$ cat src/rtl/dpfu_pkg.sv
// Package for the dual-polarization feature unit: widths, mode codes and the pipeline stage type.
// Used by the interfaces, the step modules and the top level dual_pol_feature_unit.
package dpfu_pkg;

    localparam int IW       = 32;
    localparam int FB       = 16;
    localparam int LOG_FRAC = 24;
    localparam int MW       = 31;
    localparam int OW       = 48;
    localparam int NUMW     = IW + 2;
    localparam int DENW     = IW + 1;
    localparam int QW       = NUMW + FB + 1;
    localparam int QXW      = (QW > OW) ? QW : OW + 1;
    localparam int SW       = (DENW > OW) ? DENW : OW;
    localparam int PW       = $clog2(IW);
    localparam int LW       = PW + LOG_FRAC;
    localparam int PRODW    = LW + 32;
    localparam int SH       = LOG_FRAC + 30 - FB;

    localparam logic [31:0]   DB_Q30  = 32'd3232284966;
    localparam logic [OW-1:0] OUT_MAX = {1'b0, {(OW-1){1'b1}}};

    localparam logic [2:0] MODE_RATIO = 3'd0;
    localparam logic [2:0] MODE_NDIFF = 3'd1;
    localparam logic [2:0] MODE_LOGDB = 3'd2;
    localparam logic [2:0] MODE_RVI   = 3'd3;
    localparam logic [2:0] MODE_SPAN  = 3'd4;

    localparam int ST_SETUP  = 1;
    localparam int DIV_FIRST = 2;
    localparam int DIV_LAST  = QW + 1;
    localparam int LOG_FIRST = 2;
    localparam int LOG_LAST  = LOG_FRAC + 1;
    localparam int ST_DIFF   = LOG_LAST + 1;
    localparam int ST_MULT   = LOG_LAST + 2;
    localparam int ST_RND    = LOG_LAST + 3;
    localparam int NS        = QW + 2;

    typedef struct packed {
        logic             valid;
        logic             ok;
        logic             neg;
        logic [2:0]       mode;
        logic             bad;
        logic [IW-1:0]    vv;
        logic [IW-1:0]    vh;
        logic [DENW-1:0]  span;
        logic [DENW-1:0]  den;
        logic [DENW-1:0]  rem;
        logic [QW-1:0]    dq;
        logic [MW-1:0]    ma;
        logic [MW-1:0]    mb;
        logic [LW-1:0]    la;
        logic [LW-1:0]    lb;
        logic             lneg;
        logic [PRODW-1:0] lval;
        logic [OW-1:0]    fval;
        logic             fok;
        logic             fclip;
    } t_stage;

endpackage

$ cat src/rtl/dpfu_log_step.sv
// One log2 fraction step: squares the Q1.30 mantissa and renormalizes it.
// Depends on dpfu_pkg for widths.
module dpfu_log_step (
    input  logic [dpfu_pkg::MW-1:0] i_m,
    output logic [dpfu_pkg::MW-1:0] o_m,
    output logic                    o_bit
);
    logic [2*dpfu_pkg::MW-1:0] w_sq;
    logic [dpfu_pkg::MW:0]     w_t;

    always_comb begin
        w_sq  = i_m * i_m;
        w_t   = w_sq[2*dpfu_pkg::MW-1:30];
        o_bit = w_t[dpfu_pkg::MW];
        o_m   = o_bit ? w_t[dpfu_pkg::MW:1] : w_t[dpfu_pkg::MW-1:0];
    end
endmodule
$ cat config.mk
export PLATFORM = sky130hd
export DESIGN_NAME = dpfu_log_step
export DESIGN_NICKNAME = d
export VERILOG_FILES = /design/src/rtl/dpfu_pkg.sv /design/src/rtl/dpfu_log_step.sv
export SDC_FILE = /design/constraint.sdc
export NUM_CORES = 2
export LEC_CHECK = 0
export ABC_AREA = 1
export BUFFER_PORTS_ARGS = -buffer_cell sky130_fd_sc_hd__buf_2
export CAP_MARGIN = 0
export CORE_ASPECT_RATIO = 1.2
export CORE_MARGIN = 2
export CORE_UTILIZATION = 65
export DETAILED_ROUTE_END_ITERATION = 10
export PLACE_DENSITY = 0.87
export RECOVER_POWER = 100
export SLEW_MARGIN = 20
export SYNTH_ARGS = -nofsm -noshare
export SYNTH_HDL_FRONTEND = slang
export SYNTH_SLANG_ARGS = --single-unit
$ cat constraint.sdc
create_clock -name vclk -period 11.4
set_clock_uncertainty 0.1 [all_clocks]
set_input_delay 1.14 -clock vclk [all_inputs]
set_output_delay 1.14 -clock vclk [all_outputs]
set_load 0.005 [all_outputs]
; Word level (Yosys, flattened, before mapping)
; Index checks and enable logic that the tools add are counted.
[op_classes]
n_mul = 1
n_mux = 1
[op_table]
columns = operator, count
row1 = multiplier 31 x 31 -> 62 bit, 1
row2 = two-way mux 31 bit, 1
[totals]
out_inout_bits = 32
reg_bits = 0
input_bits = 31
wordCells = 2

; Depth between registers and ports, before layout
[logic_depth]
word_depth = 2
mapped_depth = 34
mapped_depth_nobuf = 32

; Worst setup path before layout
; OpenSTA, ideal clock, no wires.
[synth_path]
kind = input to output
from = in i_m[25] in the netlist's numbering
to = out o_m[2] in the netlist's numbering
arrival_time_ns = 7.445
path_stages = 30
t_required_ns = 10.160
setup_slack_ns = 2.715
n_path_buf = 3
cell_sequence = clkbuf_1 clkbuf_1 nand2_1 fa_1 fa_1 inv_1 fa_1 inv_1 fa_1 inv_1 fa_1 fa_1 fa_1 inv_1 fa_1 inv_1 ha_1 nand2_2 nor2_4 inv_2 nor3_4 nand2_2 nor2_2 nand2_2 nand2_2 nand2_1 nand2_2 buf_6 nand2_1 nand2_1
[synth_via]
elab_chain_len = 2
[synth_rtl]
columns = item, line_no
row1 = "start, declared", dpfu_log_step.sv:4  ; input logic [dpfu_pkg::MW-1:0] i_m,
row2 = multiplier 31 x 31 -> 62 bit, dpfu_log_step.sv:12  ; w_sq = i_m * i_m;
row3 = two-way mux 31 bit, dpfu_log_step.sv:15  ; o_m = o_bit ? w_t[dpfu_pkg::MW:1] : w_t[dpfu_pkg::MW-1:0];
row4 = "end, declared", dpfu_log_step.sv:5  ; output logic [dpfu_pkg::MW-1:0] o_m,
; No other way between the ends.

; Worst setup path after layout
[layout_path]
from = in i_m[17] in the netlist's numbering
to = out o_m[8] in the netlist's numbering
; Same word-level chain as after synthesis.

==> qor.txt <==
status - complete, no violations
final net count - 4869
vias in the first global route - 25881
Rows - 85
area share of the largest cell type after synthesis - 50.5%
top cells by area, synth - fa_1, inv_1, nand2_1, ha_1, nor2_1
layout cells sized above 1 - 2.41%
area leader, netlist - fa_1
Starting Density - 65.9%
count leader, synth - inv_1
total number of vias - 23599
WS Path Type - primary input to primary output
syn nets - 4899
Slew Viols, Final - 0
drt first pass iters - 6
vias per inst - 5.33
Sum Neg Setup Slack - 0 ps
CP arrival - 9080 ps
Total GRT Usage - 34.5%
Post-CTS Setup Inserts - 0
Final Wtd Congestion - 0.994
sequential cell count - 0
CLK BUF - 0
Compound-Gate Fraction of Synth Area - 1.66%
Synth Instances - 3852
MaxCap Viol Count - 0
chip width - 199 um
Max Clk Rate - 96.9 MHz
endpoints failing hold - 0
DIE HEIGHT - 238 um
sequential area share after synthesis - 0%
hold path start - i_m[0]
Hold EP - o_m[7]
post-CTS resize count - 0
Syn Area/Cell - 7.68 um2
first-pass GRT wire length - 126 mm
PortBufs - 63
final wirelength - 76.4 mm
Worst Hold Path Cells - 10
XOR/XNOR share of the synthesized area - 0.918%
mux contribution to synthesized area - 0%
final antenna-violating net count - 0
hpwl dp - 64.9 mm
Syn-to-layout area delta - 2.30%
Reg area - 0 um2
die area - 47300 um2
Simple-Gate Fraction of Synth Area - 17.1%
Tightest Pin Transition - 1150 ps
antenna violations before repair - 0
Synth warnings - 0
area of the core - 44900 um2
largest family of logic cells by synthesized area - adder cells
worst-path maximum fanout - 33
unrepaired setup endpoints after global routing - no
Worst setup SP type - primary input
fillcell total - 3515
DR DRC count - 0
largest net degree at the start of global routing - 36
Worst Hold Class - primary input to primary output
routed len/inst - 17.3 um
Yosys cell types - 37
Antenna diodes - 0
Post-synth top cells - inv_1, nand2_1, fa_1
Mapped Area - 29600 um2
DR iter-0 viols - 1773
CP required - 10160 ps
crit end category - primary output
post-synthesis adder-cell area fraction - 61.9%
setup violators final - 0
Worst slew margin - 23.1%
IO Pins - 63
Tmin final - 10320 ps
fin crit share - 90.5%
Hold Buf Count CTS - 0
grt ovf - 0
stage by stage:
| stage | setup slack [ps] | instances | area (um2) | utilization (%) | hold slack, ps |
|---|---|---|---|---|---|
| after floorplan | 2720 | 3852 | 29600 | - | 2710 |
| after global placement | 1840 | 4429 | 30300 | 67.5 | 3400 |
| after detailed placement | 1640 | 4429 | 30300 | 67.5 | 3410 |
| after CTS | 1640 | 4429 | 30300 | 67.5 | 3420 |
| after global routing | 705 | 4429 | 30300 | 67.4 | 3520 |
| final | 1080 | 4429 | 30300 | 67.4 | 3430 |
cell type report:
type / count / area, um2 / area share, %
multi-input combinational: 2417 / 24100 / 79.8
timing repair buffer: 69 / 353 / 1.17
inverter: 1334 / 5010 / 16.5
tap: 609 / 762 / 2.52
layer usage:
metal	routed length [um]	track usage (%)	vias to the layer above
li1	-	-	10592
met4	5830	20.7	0
met2	38600	60.4	1198
met3	6180	4.27	401
met5	0	0	-
met1	25800	40.6	11408
worst max-delay path: stages:
cell and delay [ps]:
clkbuf_2 830, nand2_1 280, fa_1 580, inv_1 60
fa_1 520, inv_1 60, fa_1 500, fa_1 510
inv_1 60, fa_1 560, fa_1 480, fa_1 530
fa_1 440, ha_1 390, nand2_1 120, nor2_1 200
nand2_1 130, nor2_1 170, nand2_1 70, nand2_1 60
nand2_1 90, nand2_1 120, nand2_1 60, nand2_1 730
nand2_1 110, nand2_1 100, buf_2 110
worst max path at each step:
stage                     depth (start not counted)     from      end
after floorplan                                  30  i_m[25]   o_m[2]
after global placement                           30  i_m[23]   o_m[9]
after detailed placement                         29  i_m[18]  o_m[15]
after CTS                                        29  i_m[18]  o_m[15]
after global routing                             27  i_m[17]   o_m[0]
final                                            27  i_m[17]   o_m[8]
layout by cell type (no fill, tap or decap):
cell,n
nor3_1,10
buf_2,56
nand3_1,64
and3_1,2
buf_4,6
and2_0,1
a31o_2,2
xnor2_1,12
inv_2,4
inv_1,1330
nor2_1,105
a21o_1,3
nor4_1,5
nand2_1,1051
o21ai_1,1
nand3b_1,5
nand4_1,15
nor2_2,4
nand2_4,1
and2_1,1
nor3_2,1
nand2_2,10
xor2_1,19
fa_1,747
ha_1,269
a21oi_2,1
nor3_4,1
o21ai_0,14
clkbuf_1,6
a21oi_1,54
o21bai_1,11
nor3b_1,1
a31oi_1,1
nor2_4,1
a21boi_1,1
clkbuf_2,1
or2_2,4
cells by family (layout without fill, tap and decap cells):
logic type | Yosys count | count (layout)
AOI/OAI and AO/OA | 88 | 88
buffers and inverters | 1435 | 1403
and+or+nand+nor | 1282 | 1282
xor gates and xnor gates | 31 | 31
adders and majority gates | 1016 | 1016
Power is not shown: default switching activity piles up to over one toggle a cycle in this logic, so the estimate is an artifact.
