==> src/rtl/dpfu_pkg.sv <==
// Package for the dual-polarization feature unit: widths, mode codes and the pipeline stage type.
// Used by the interfaces, the step modules and the top level dual_pol_feature_unit.
package dpfu_pkg;

    localparam int IW       = 32;
    localparam int FB       = 16;
    localparam int LOG_FRAC = 24;
    localparam int MW       = 31;
    localparam int OW       = 48;
    localparam int NUMW     = IW + 2;
    localparam int DENW     = IW + 1;
    localparam int QW       = NUMW + FB + 1;
    localparam int QXW      = (QW > OW) ? QW : OW + 1;
    localparam int SW       = (DENW > OW) ? DENW : OW;
    localparam int PW       = $clog2(IW);
    localparam int LW       = PW + LOG_FRAC;
    localparam int PRODW    = LW + 32;
    localparam int SH       = LOG_FRAC + 30 - FB;

    localparam logic [31:0]   DB_Q30  = 32'd3232284966;
    localparam logic [OW-1:0] OUT_MAX = {1'b0, {(OW-1){1'b1}}};

    localparam logic [2:0] MODE_RATIO = 3'd0;
    localparam logic [2:0] MODE_NDIFF = 3'd1;
    localparam logic [2:0] MODE_LOGDB = 3'd2;
    localparam logic [2:0] MODE_RVI   = 3'd3;
    localparam logic [2:0] MODE_SPAN  = 3'd4;

    localparam int ST_SETUP  = 1;
    localparam int DIV_FIRST = 2;
    localparam int DIV_LAST  = QW + 1;
    localparam int LOG_FIRST = 2;
    localparam int LOG_LAST  = LOG_FRAC + 1;
    localparam int ST_DIFF   = LOG_LAST + 1;
    localparam int ST_MULT   = LOG_LAST + 2;
    localparam int ST_RND    = LOG_LAST + 3;
    localparam int NS        = QW + 2;

    typedef struct packed {
        logic             valid;
        logic             ok;
        logic             neg;
        logic [2:0]       mode;
        logic             bad;
        logic [IW-1:0]    vv;
        logic [IW-1:0]    vh;
        logic [DENW-1:0]  span;
        logic [DENW-1:0]  den;
        logic [DENW-1:0]  rem;
        logic [QW-1:0]    dq;
        logic [MW-1:0]    ma;
        logic [MW-1:0]    mb;
        logic [LW-1:0]    la;
        logic [LW-1:0]    lb;
        logic             lneg;
        logic [PRODW-1:0] lval;
        logic [OW-1:0]    fval;
        logic             fok;
        logic             fclip;
    } t_stage;

endpackage

==> src/rtl/dpfu_div_step.sv <==
// One restoring division step: shifts in one dividend bit and yields one quotient bit.
// Depends on dpfu_pkg for widths.
module dpfu_div_step (
    input  logic [dpfu_pkg::DENW-1:0] i_den,
    input  logic [dpfu_pkg::DENW-1:0] i_rem,
    input  logic [dpfu_pkg::QW-1:0]   i_dq,
    output logic [dpfu_pkg::DENW-1:0] o_rem,
    output logic [dpfu_pkg::QW-1:0]   o_dq
);
    logic [dpfu_pkg::DENW:0] w_sh;
    logic [dpfu_pkg::DENW:0] w_diff;
    logic                    w_ge;

    always_comb begin
        w_sh   = {i_rem, i_dq[dpfu_pkg::QW-1]};
        w_ge   = w_sh >= {1'b0, i_den};
        w_diff = w_sh - {1'b0, i_den};
        o_rem  = w_ge ? w_diff[dpfu_pkg::DENW-1:0] : w_sh[dpfu_pkg::DENW-1:0];
        o_dq   = {i_dq[dpfu_pkg::QW-2:0], w_ge};
    end
endmodule

==> config.mk <==
export PLATFORM = sky130hd
export DESIGN_NAME = dpfu_div_step
export DESIGN_NICKNAME = d
export VERILOG_FILES = /design/src/rtl/dpfu_pkg.sv /design/src/rtl/dpfu_div_step.sv
export SDC_FILE = /design/constraint.sdc
export NUM_CORES = 1
export LEC_CHECK = 0
export BUFFER_PORTS_ARGS = -buffer_cell sky130_fd_sc_hd__buf_2
export CAP_MARGIN = 10
export CORE_MARGIN = 5
export CORE_UTILIZATION = 39
export DETAILED_ROUTE_END_ITERATION = 16
export PLACE_DENSITY = 0.8
export SETUP_SLACK_MARGIN = 0.02
export SYNTH_ARGS = -nofsm -noshare
export SYNTH_HDL_FRONTEND = slang
export SYNTH_SLANG_ARGS = --single-unit
==> constraint.sdc <==
create_clock -name vclk -period 3.2
set_clock_uncertainty 0.05 [all_clocks]
set_input_delay 0.48 -clock vclk [all_inputs]
set_output_delay 0.48 -clock vclk [all_outputs]
set_load 0.1 [all_outputs]
; ---- After elaboration in Yosys (flattened, before gate mapping)
; Index checks and enable logic that the tools add are counted.
[totals]
in_bits = 117
regBits = 0
out_inout_bits = 84
elab_cells = 3
[classes]
n_addsub = 1
mux = 1
n_lt_le_gt_ge = 1
[op_table]
columns = cell, count
row1 = greater-or-equal comparator 34 x 33 -> 1 bit, 1
row2 = two-way mux 33 bit, 1
row3 = subtractor 33 bit, 1

; ---- Logic depth before layout (Yosys ltp)
[logic_depth]
ltp_word = 2
ltp_mapped = 14
ltp_nobuf = 12

; ---- Least setup slack after synthesis
; Ideal clock, no wire load.
[synth_path]
kind = input to output
startpoint = in i_dq[50] (netlist bit)
endpoint = out o_rem[32] (netlist bit)
path_slack_ns = -2.043
required_time_ns = 2.670
arrival_ns = 4.713
n_path_buf = 0
cell_stages = 12
path_cell_list = inv_1 -> ha_1 -> inv_1 -> fa_1 -> a21o_1 -> a221o_2 -> a211oi_1 -> o21ai_0 -> a21oi_1 -> o311ai_0 -> xnor2_1 -> o21ai_0
[synth_via]
elab_chain_cells = 2
word_cells_on_any_way = 3
classes_between = 1 x add/sub / 1 x order compare / 1 x mux
[synth_rtl]
columns = item, line_no
row1 = "start, declared", dpfu_div_step.sv:6  ; input logic [dpfu_pkg::QW-1:0] i_dq,
row2 = subtractor 33 bit or greater-or-equal comparator 34 x 33 -> 1 bit (tied branches), "dpfu_div_step.sv:17, dpfu_div_step.sv:16"
row3 = two-way mux 33 bit *, dpfu_div_step.sv:18  ; o_rem = w_ge ? w_diff[dpfu_pkg::DENW-1:0] : w_sh[dpfu_pkg::DENW-1:0];
row4 = "end, declared", dpfu_div_step.sv:7  ; output logic [dpfu_pkg::DENW-1:0] o_rem,
; Every way passes the cells marked *; elsewhere a longest branch is shown, timed or not.

; ---- Worst setup path in the final report
; Ends and elaborated chain as after synthesis.

==> flow_metrics.py <==
metrics = {
    "status": {
        "outcome": "complete, but fails checks",
        "violations": "negative setup slack",
    },
    "drt": {
        "viasPerCell": 6.01,
        "routed_wl_um": 13900,
        "vias": 4046,
        "dr.pass1.iters": 7,
        "drtIter0Drc": 438,
        "drtAntennaViolNets": 0,
        "wl_per_cell_um": 20.6,
        "drc": 0,
    },
    "sta": {
        "fmax_ghz": 0.259,
        "setup_ws_ps": -657,
        "rsz0062_at_grt": "yes",
        "tightest_slew_ps": 494,
        "period_needed_ps": 3860,
        "slew_headroom_pct": 66.8,
        "slew_viol_final": 0,
        "post-route-period-util_pct": 121,
        "timing_hold_violations_final": 0,
        "finalSetupViolCount": 34,
    },
    "critical_path": {
        "critPathSlowestCell": "o41a_4",
        "arrival_ps": 3330,
        "cp_common_cell": "buf_12",
        "worst_setup_path_end_kind": "output port",
        "max_stage_delay_ps": 380,
        "path_cells": "buf_8, inv_8, ha_4, inv_2, fa_2, a21o_1, a221o_2, a21oi_4, o41a_4, o31ai_4, a41oi_4, buf_6, buf_12, buf_12, buf_12, o21ai_4, buf_12",
        "startpoint_type": "input pin",
        "worst_ep_required_time_ps": 2670,
        "worstSetupPathType": "input pin to output port",
        "worstPathMaxFanout": 6,
        "critPathLaunch": "i_dq[50]",
    },
    "job": {
        "drv_cap": 0,
    },
    "pwr": {
        "power-per-cell-area_nw_per_um2": 415,
        "ir_worst_vdd_uv": 255,
        "finalPower_mw": 2.21,
        "power.leakage_nw": 2.60,
    },
    "floorplanning": {
        "initial_core_util_pct": 40.6,
        "die_area_um2": 8940,
        "num_rows": 30,
        "die_w_um": 94.5,
        "die-height_um": 94.5,
        "core_area_um2": 6870,
        "ioPinCount": 201,
    },
    "synth": {
        "syn_inst": 417,
        "netlist_top_cells_area": "ha_1 (15%), buf_4 (14%), nand2_1 (7.8%)",
        "yosys_warnings": 0,
        "synth_fp_nets": 568,
        "synth_top_cell_by_area": "ha_1",
        "synth.avg_cell_area_um2": 6.69,
        "ys_types": 51,
        "yosysTopAreaCellShare_pct": 14.8,
        "syn-cell-area_um2": 2790,
        "synth_seq_area_share_pct": 0,
    },
    "place": {
        "numPortBuffers": 101,
        "place_area_um2": 4630,
        "place_congestion": 0.987,
        "dp_hpwl_um": 8380,
    },
    "finish": {
        "regArea_um2": 0,
        "synthToLayoutAreaGrowth_pct": 90.5,
        "fin_nets": 730,
        "nClkBuffers": 0,
        "drive_gt1_share_pct": 54.6,
        "n_antenna_cell": 0,
        "nFlopsAndLatches": 0,
        "design_area_um2": 5310,
    },
    "grt": {
        "grt_pass1_vias": 4095,
        "grt_usage_pct": 26.5,
        "grt_max_degree": 12,
        "grt_pass1_wl_um": 19400,
        "antenna_found_initial": 0,
        "grt_overflow": 0,
    },
    "hold_path": {
        "hold_depth": 0,
        "min_path_type": "input pin to output port",
        "hp-start": "i_dq[10]",
        "whs_endpoint": "o_dq[11]",
    },
    "clock_network": {
        "ctsHoldBuffers": 0,
    },
}
## power breakdown
group	internal [mW]	switching (mW)	total [mW]	leakage [nW]
sequential	0	0	0	0
clock	0	0	0	0
combinational	0.896	1.31	2.21	2.60
## metrics by stage
stage | instances | TNS (ps) | util, % | setup slack [ps] | hold slack (ps)
floorplan | 417 | -8530 | - | -432 | 1120
global placement | 650 | -12390 | 67.3 | -403 | 911
detailed placement | 650 | -14850 | 67.3 | -477 | 911
CTS | 665 | -13160 | 73.7 | -431 | 911
global route | 673 | -21260 | 77.3 | -696 | 910
finish | 673 | -19980 | 77.3 | -657 | 910
## synth_stat cells, types with 5 or more instances
library cell,count
a21o_1,10
a21oi_1,34
and3_1,7
buf_4,51
buf_6,6
clkbuf_1,8
ha_1,33
inv_1,43
nand2_1,58
nand3_1,8
nor2_1,15
nor3_1,5
o21ai_0,26
o21ai_2,18
o21bai_1,8
o31ai_1,5
xnor2_1,16
xor2_1,12
## timing repair
item	in CTS	in global routing
setup endpoints to repair	34	34
resized for setup	62	40
buffers inserted	11	9
hold endpoints to repair	0	0
cloned	4	1
pin swaps	15	15
## placed cells by master (no fill, tap or decap), drive strengths merged, types with 2 or more instances in the layout
cell and count:
a2111oi 2, a211oi 4, a21boi 3, a21o 11
a21oi 35, a221o 2, a31oi 3, and3 7
buf 225, ha 33, inv 43, nand2 58
nand2b 4, nand3 8, nand4 3, nor2 15
nor3 5, nor4 4, o211ai 3, o21a 4
o21ai 45, o21bai 8, o31ai 6, or3 2
xnor2 16, xor2 12
## layout make-up
cell class                 count  area, µm²
inverter                      43        171
timing repair buffer         226       2260
tap                           96        120
fill                         400       1560
multi-input combinational    308       2760
## how the worst max path moves through the flow
stage          cells past startpoint  slack (ps)         to
2_1_floorplan                     12        -430  o_rem[29]
3_3_place_gp                      15        -400  o_rem[18]
3_5_place_dp                      15        -480  o_rem[18]
4_1_cts                           17        -430  o_rem[18]
5_1_grt                           17        -700  o_rem[32]
6_report                          17        -660  o_rem[32]
## worst max-delay path: cells and delay by family
| kind | cells | cell delay, ps |
|---|---|---|
| compound gates | 7 | 1590 |
| buf+inv | 8 | 940 |
| fa+ha+maj | 2 | 330 |
## metal layers
metal | GRT usage, % | up-vias | wire length [µm]
li1 | - | 1733 | -
met1 | 28.6 | 1807 | 4640
met2 | 47.1 | 356 | 6660
met3 | 5.42 | 150 | 1400
met4 | 16.6 | 0 | 1180
met5 | 0 | - | 0
## cells by family (layout without fill, tap and decap cells)
group / Yosys count / count (layout) / share of synthesized area (%)
and+or+nand+nor: 109 / 109 / 17.5
xor gates and xnor gates: 28 / 28 / 8.80
adders and majority gates: 34 / 34 / 15.5
buffers and inverters: 109 / 269 / 23.2
AOI/OAI and AO/OA: 136 / 136 / 34.4
muxes: 1 / 1 / 0.538
(Power assumes the default switching activity.)
